`src/pxk_pkg.sv`:
```
package pxk_pkg;

  localparam int MAX_COLS  = 1024;
  localparam int K_MAX     = 64;
  localparam int DATA_BITS = 32;

  localparam int COL_W  = $clog2(MAX_COLS);      // column index width
  localparam int CCNT_W = $clog2(MAX_COLS + 1);  // column_count register width
  localparam int CNT_W  = $clog2(K_MAX + 1);     // rank / fill count width
  localparam int TOP_AW = $clog2(K_MAX);         // sorted store address width

  localparam int CFG_AW = 1;
  localparam int CFG_DW = (CCNT_W > CNT_W) ? CCNT_W : CNT_W;

  localparam logic [CFG_AW-1:0] CFG_COLUMN_COUNT = 1'b0;
  localparam logic [CFG_AW-1:0] CFG_RANK_K       = 1'b1;

  // commands from the line and result states to the sorted store
  typedef struct packed {
    logic             insert;
    logic             clear;
    logic [CNT_W-1:0] rank;
  } rank_ctl_t;

  typedef struct packed {
    logic busy;
    logic found;
  } rank_sts_t;

endpackage

```
`src/pxk_ram.sv`:
```
module pxk_ram #(
  parameter int DEPTH = 1024,
  parameter int WIDTH = 32
) (
  input  logic                     clk,
  input  logic                     we,
  input  logic [$clog2(DEPTH)-1:0] waddr,
  input  logic [WIDTH-1:0]         wdata,
  input  logic [$clog2(DEPTH)-1:0] raddr,
  output logic [WIDTH-1:0]         rdata
);

  logic [WIDTH-1:0] mem [DEPTH];

  always_ff @(posedge clk) begin
    if (we) begin
      mem[waddr] <= wdata;
    end
    rdata <= mem[raddr];
  end

endmodule

```
`src/pxk_rank_store.sv`:
```
module pxk_rank_store
  import pxk_pkg::*;
(
  input  logic                 clk,
  input  logic                 rst,
  input  rank_ctl_t            ctl,
  input  logic [DATA_BITS-1:0] ins_value,
  output rank_sts_t            sts,
  output logic [DATA_BITS-1:0] kth_value
);

  logic [CNT_W-1:0]     count;
  logic [CNT_W-1:0]     idx;
  logic [CNT_W-1:0]     idx_inc;
  logic [CNT_W-1:0]     sel;
  logic [DATA_BITS-1:0] carry;
  logic                 sweeping;
  logic                 found;
  logic                 at_end;
  logic                 swap;
  logic                 we;
  logic [TOP_AW-1:0]    raddr;
  logic [DATA_BITS-1:0] rdata;

  // entries stay in descending order; a sweep bubbles the new value down
  always_comb begin
    idx_inc = idx + CNT_W'(1);
    found   = (count >= ctl.rank);
    sel     = found ? (ctl.rank - CNT_W'(1)) : (count - CNT_W'(1));
    at_end  = (idx == count);
    swap    = !at_end && (rdata < carry);
    we      = sweeping && (swap || (at_end && (count < CNT_W'(K_MAX))));
    if (ctl.insert) begin
      raddr = '0;
    end else if (sweeping) begin
      raddr = idx_inc[TOP_AW-1:0];
    end else begin
      raddr = sel[TOP_AW-1:0];
    end
  end

  pxk_ram #(
    .DEPTH (K_MAX),
    .WIDTH (DATA_BITS)
  ) u_top_mem (
    .clk   (clk),
    .we    (we),
    .waddr (idx[TOP_AW-1:0]),
    .wdata (carry),
    .raddr (raddr),
    .rdata (rdata)
  );

  always_ff @(posedge clk) begin
    if (rst) begin
      sweeping <= 1'b0;
      count    <= '0;
    end else begin
      if (ctl.clear) begin
        count <= '0;
      end
      if (ctl.insert) begin
        sweeping <= 1'b1;
        idx      <= '0;
        carry    <= ins_value;
      end else if (sweeping) begin
        if (at_end) begin
          sweeping <= 1'b0;
          if (count < CNT_W'(K_MAX)) begin
            count <= count + CNT_W'(1);
          end
        end else begin
          if (swap) begin
            carry <= rdata;
          end
          idx <= idx_inc;
        end
      end
    end
  end

  assign sts.busy  = sweeping;
  assign sts.found = found;
  assign kth_value = rdata;

endmodule
```
`config.mk`:
```
export PLATFORM = sky130hd
export DESIGN_NAME = pxk_rank_store
export DESIGN_NICKNAME = d
export VERILOG_FILES = /design/src/pxk_pkg.sv /design/src/pxk_ram.sv /design/src/pxk_rank_store.sv
export SDC_FILE = /design/constraint.sdc
export NUM_CORES = 2
export LEC_CHECK = 0
export ABC_AREA = 1
export BUFFER_PORTS_ARGS = -buffer_cell sky130_fd_sc_hd__buf_4
export CAP_MARGIN = 10
export CELL_PAD_IN_SITES_DETAIL_PLACEMENT = 0
export CELL_PAD_IN_SITES_GLOBAL_PLACEMENT = 1
export CORE_AREA = 2 2 516 518
export CTS_BUF_LIST = sky130_fd_sc_hd__clkbuf_8
export DETAILED_ROUTE_END_ITERATION = 10
export DIE_AREA = 0 0 518 520
export PLACE_DENSITY_LB_ADDON = 0.2
export SYNTH_ARGS = -nofsm -noshare
export SYNTH_HDL_FRONTEND = slang
export SYNTH_SLANG_ARGS = --single-unit
```
`constraint.sdc`:
```
create_clock -name clk -period 4.5 [get_ports clk]
set_clock_uncertainty 0.1 [all_clocks]
set_input_delay 0.45 -clock clk [delete_from_list [all_inputs] [get_ports clk]]
set_output_delay 0.45 -clock clk [all_outputs]
set_load 0.05 [all_outputs]
```
---- After elaboration in Yosys (flattened, before gate mapping) ----
Memory sizes are Yosys's and may differ from the RTL's. A register that Yosys moved wholly into a read port is not among the register bits.
Index checks and enable logic that the tools add are counted.
word-level totals
  register bits ........................... 47
  memory bits (writable) .................. 2,048
  bits of input ports ..................... 43
  output and inout port bits .............. 34
  word-level logic and storage cells ...... 43
  memories ................................ 1
operators by class
  add/sub/neg operators ................... 4
  $lt $le $gt $ge ......................... 3
  equal/unequal tests ..................... 2
  muxes and demuxes ....................... 19
  bitwise operators ....................... 1
  reduce and logical (&&, ||, !) cells .... 9
memory list
  memory         words  width  read ports  clocked after Yosys merged registers in  wr ports  line           text
  u_top_mem.mem  64     32     1           1                                        1         pxk_ram.sv:13  logic [WIDTH-1:0] mem [DEPTH];
operators by type and width
  kind                                                                number
  32-bit 2-to-1 mux                                                   4
  7-bit 2-to-1 mux                                                    7
  32-bit < comparator                                                 1
  6-bit 2-to-1 mux                                                    3
  7-bit by 1-bit adder with 7-bit output, second input constant       2
  6-bit by 1-bit subtractor with 6-bit output, second input constant  2
  7-bit == test                                                       1
  7-bit greater-or-equal comparator                                   1
  7-bit < comparator, second input constant                           1
  1-bit 2-to-1 mux                                                    5
  4-bit AND reduction                                                 1
  2-bit nonzero test                                                  2
  1-bit logical AND                                                   3
  3-bit AND reduction                                                 1
  2-bit != test, second input constant                                1
  1-bit zero test                                                     1
  1-bit logical OR                                                    1
  1-bit NOT                                                           1

---- Depth between registers and ports, before layout ----
  depth in word-level cells ............... 7
  gate-level depth with buffers ........... 24

---- Modules after synthesis ----
A second synthesis with hierarchy kept.
second synthesis, totals
  cells, all modules ...................... 7,219
  area total of the unflattened synthesis .. 86,259.0 um^2
modules (own cells, without submodules)
  module          times used  cells each  area an instance (um^2)  seq. area each (um^2)
  pxk_ram         1           6,769       82,738.1                 62,139.6
  pxk_rank_store  1           450         3,520.9                  1,331.3

---- Worst setup path before layout ----
Ideal clock, no wire load.
  path type ............................... register to register
  start ................................... register carry[29]
  end ..................................... memory u_top_mem.mem[10][0], enable pin
  setup time .............................. 0.421 ns
  arrival ................................. 3.924 ns
  data required time ...................... 3.979 ns
  slack ................................... 0.055 ns
  stages on the path, launching flop included .. 13
  path buffers ............................ 1
  period minus slack after synthesis ...... 4.445 ns
  cell sequence ........................... edfxtp_1 inv_1 ha_1 a21oi_1 nor2_1 a211oi_1 nand2_1 a211oi_1 nand2_1 o21ai_0 nand2_1 buf_2 nor2_1
between the ends
  longest elaborated chain between the ends .. 6
ends and longest elaborated chain
  what                                    line                  text
  from (decl)                             pxk_rank_store.sv:16  logic [DATA_BITS-1:0] carry;
  from (signal assigned)                  pxk_rank_store.sv:65  carry <= ins_value;
  from (signal assigned)                  pxk_rank_store.sv:74  carry <= rdata;
  32-bit < comparator                     pxk_rank_store.sv:31  swap = !at_end && (rdata < carry);
  1-bit logical AND                       pxk_rank_store.sv:31
  1-bit logical OR                        pxk_rank_store.sv:32  we = sweeping && (swap || (at_end && (count < CNT_W'(K_MAX))));
  1-bit logical AND                       pxk_rank_store.sv:32
  1-bit 2-to-1 mux                        pxk_ram.sv:16         if (we) begin
  1-bit 2-to-1 mux (implied by the code)  pxk_ram.sv:17         mem[waddr] <= wdata;
  to (decl)                               pxk_ram.sv:13
Every way passes these cells.

---- Worst setup path in the final report ----
  start ................................... register u_top_mem.rdata[31], read port of u_top_mem.mem
  end ..................................... memory u_top_mem.mem[39][12], enable pin
between the ends
  longest elaborated chain between the ends .. 6
ends and longest elaborated chain
  what                                    line                  text
  from (decl)                             pxk_ram.sv:10         output logic [WIDTH-1:0] rdata
  32-bit < comparator                     pxk_rank_store.sv:31
  1-bit logical AND                       pxk_rank_store.sv:31
  1-bit logical OR                        pxk_rank_store.sv:32
  1-bit logical AND                       pxk_rank_store.sv:32
  1-bit 2-to-1 mux                        pxk_ram.sv:16
  1-bit 2-to-1 mux (implied by the code)  pxk_ram.sv:17
Every way passes these cells.

==> metrics.md <==
| Metric | Value |
|---|---|
| RSZ-0062 raised after global routing | false |
| Min Tclk post-route | 4450 ps |
| Post-Synthesis Cells | 8,553 |
| Critical Path Source Type | flip-flop |
| Sw Pwr | 13.6 mW |
| H-tree Lvls | 5 |
| Combinational share of power | 14.9% |
| Largest net degree at the start of global routing | 165 |
| Hold Path Origin | rst |
| Yosys top cell by area | edfxtp_1 |
| CTS tree | yes |
| Crit path DAT | 5080 ps |
| Hpwl dp | 185,000 um |
| Synth Flop Type | edfxtp_1 |
| Nets | 9,052 |
| Final period utilization | 99.0% |
| FF-to-FF path depth | 15 |
| Launching point of the worst reg2reg path | u_top_mem.rdata[31]$_DFF_P_ |
| Reg-to-Reg End | u_top_mem.mem[39][12]$_DFFE_PP_ |
| Switching portion of total power | 29.2% |
| Mapped cell area | 0.0920 mm^2 |
| Via count | 66,600 |
| Unique masters post-synth | 35 |
| Vias/cell | 5.21 |
| Final ANT Viol Nets | 0 |
| Warnings, synthesis | 0 |
| Core area | 0.264 mm^2 |
| Most frequent cells in the layout | nand2_1 (2,547), nand3_1 (2,220), edfxtp_1 (2,087) |
| Die Span X | 518 um |
| DR pass1 iterations | 6 |
| # setup viols final | 0 |
| Layout cells sized above 1 | 12.2% |
| Max Root-Sink Buffers | 4 |
| Clock slew at reported path FFs | 60 ps |
| Seq/Total Area, Yosys | 69.0% |
| Final hold violation count | 0 |
| Max_slew headroom | 16.8% |
| Max Cap Viol | 0 |
| Worst path required time | 5130 ps |
| Initial antenna violation count | 13 |
| Synth-to-Final Area Change | 17.1% |
| Hold path cells | 3 |
| Leak | 42.6 nW |
| RD Place Congestion | 0.821 |
| Sequential Power Share | 48.8% |
| Vert. Die Dim | 520 um |
| Internal cell power | 32.9 mW |
| Grt total ovfl | 0 |
| Kind of critical path | reg2reg |
| Worst slack at placement | -269 ps |
| FP Rows | 189 |
| Starting DRT DRC Count | 6,580 |
| Post-route worst setup slack | 45.7 ps |
| Max-slew violations | 0 |
| CTS Root Cell | clkbuf_8 |
| FF+latch count, synth | 2,127 |
| Hold Crit Class | in2reg |
| # DRC | 0 |
| DIE AREA | 0.269 mm^2 |
| Count of flip-flops with a built-in enable after synthesis | 2,087 |
| Drt wl/cell | 25.8 um |
| Worst skew pair latency | 1020 ps |
| Post-Syn Nets | 8,637 |
| Worst hold endpoint | count[4]$_SDFF_PP0_ |
| Status | finished clean |
| Asr flop ratio synth | 0% |
| Final Total Pwr | 46.5 mW |
| Initial Util | 34.9% |
| First-pass GRT wire length | 471,000 um |
| Syn avg cell area | 10.8 um^2 |
| Routed wire length | 331,000 um |
| Worst VDD drop | 0.234 mV |
| Clock Sinks | 2,127 |
| Crit end category | flip-flop |
| Synth top area cells | edfxtp_1 (68%), nand3_1 (12%), nand2_1 (10%) |
| Number of global-route vias before repair | 65,400 |
| I/O Buffers | 76 |
| Worst Tran Pin Value | 1250 ps |
| Worst reg2reg setup slack | 50 ps |
| PwrDens | 431 mW/mm^2 |
| Fill cells | 25,700 |
| TritonCTS Buffers | 375 |
| Clk pwr share | 36.2% |
| GRT Util Overall | 23.9% |
| F_max | 225 MHz |
| Top cell type's share of synthesized area | 68.1% |
| Boundary Pins | 77 |
| CP max FO | 17 |
| Commonest non-fill, non-tap cell in the layout | nand2_1 |
[metal layers]
metal / GRT usage (%) / vias up / wire length (um)
li1: - / 30300 / -
met1: 31.7 / 33400 / 140000
met2: 39.8 / 2395 / 158000
met3: 3.30 / 535 / 19400
met4: 8.97 / 0 / 13000
met5: 0 / - / 0
[repair_timing]
item,CTS,global route
cloned,11,1
resized for setup,9,9
buffers inserted,12,3
setup endpoints to repair,851,17
hold buffers,36,0
pin swaps,14,1
hold endpoints to repair,45,0
[registers in the layout, summed over array words and instances, names as in the netlist]
register	count
u_top_mem.mem	2048
carry	32
u_top_mem.rdata	32
count	7
idx	7
sweeping	1
[cell type report]
class | instances | area, um^2 | area share, %
repair buffers | 602 | 6310 | 5.86
flip-flops and latches | 2127 | 63500 | 58.9
well taps | 3533 | 4420 | 4.10
clock buffers | 399 | 5490 | 5.10
diodes | 8 | 20.0 | 0.0186
multi-input cells | 5175 | 24100 | 22.3
clock inverters | 265 | 1320 | 1.23
inverters | 687 | 2610 | 2.42
[Yosys cell counts (all sizes together), types with 2 or more instances]
cell / instances
nor3: 15
xor2: 12
nand3b: 162
nand4: 2
ha: 41
a211oi: 3
dfxtp: 40
nand3: 2231
inv: 685
nand2: 2557
nor2: 88
clkbuf: 216
edfxtp: 2087
a21oi: 26
clkinv: 2
buf: 359
nor4: 3
o21ai: 17
[worst max-delay path, cell delays in order, from the launching register on]
cell and delay [ps]:
dfxtp_1 820, ha_1 270, nand2_1 90, nor2_2 490, nand4_1 240, nor4_1 220
nand2_1 330, nand2_1 170, buf_4 120, o21ai_0 120, nand2_4 200, buf_12 240
buf_4 270, buf_4 160, nor2_4 110, buf_12 220
[kinds of logic after synthesis]
family | share of synthesized area, %
AND/OR/NAND/NOR | 24.4
flip-flops | 69.0
buffers and inverters | 5.61
adder cells (fa/ha/maj) | 0.558
AO/OA/AOI/OAI | 0.313
XOR/XNOR | 0.124
[worst max-delay path by stage]
| stage | from | to | slack [ps] | cells past startpoint |
|---|---|---|---|---|
| floorplan | carry[29]$_DFFE_PP_ | u_top_mem.mem[10][0]$_DFFE_PP_ | 50 | 12 |
| global placement | u_top_mem.rdata[31]$_DFF_P_ | u_top_mem.mem[39][13]$_DFFE_PP_ | -400 | 15 |
| detailed placement | u_top_mem.rdata[31]$_DFF_P_ | u_top_mem.mem[39][11]$_DFFE_PP_ | -270 | 15 |
| CTS | count[0]$_SDFF_PP0_ | u_top_mem.rdata[28]$_DFF_P_ | 2 | 21 |
| global route | count[0]$_SDFF_PP0_ | u_top_mem.rdata[6]$_DFF_P_ | 30 | 21 |
| finish | u_top_mem.rdata[31]$_DFF_P_ | u_top_mem.mem[39][12]$_DFFE_PP_ | 50 | 15 |
[metrics by stage]
step	area (um^2)	setup TNS, ps	utilization, %	hold WS, ps	cells
final	108000	0	40.8	121	12800
after global placement	100000	-255280	38.0	491	12100
after CTS	108000	0	40.8	19.5	12800
after floorplan	92000	0	-	394	8553
after global routing	108000	0	40.8	55.6	12800
after detailed placement	100000	-94230	38.0	503	12100
[power by group through the flow]
stage	Combinational, mW	Sequential, mW	Clock [mW]
5_1_grt	7.42	22.7	18.0
3_5_place_dp	6.87	23.1	0
2_1_floorplan	2.89	23.5	0
4_1_cts	6.95	22.7	17.2
6_report	6.94	22.7	16.8
3_3_place_gp	6.87	23.1	0
Power figures use the tool's default switching activity.
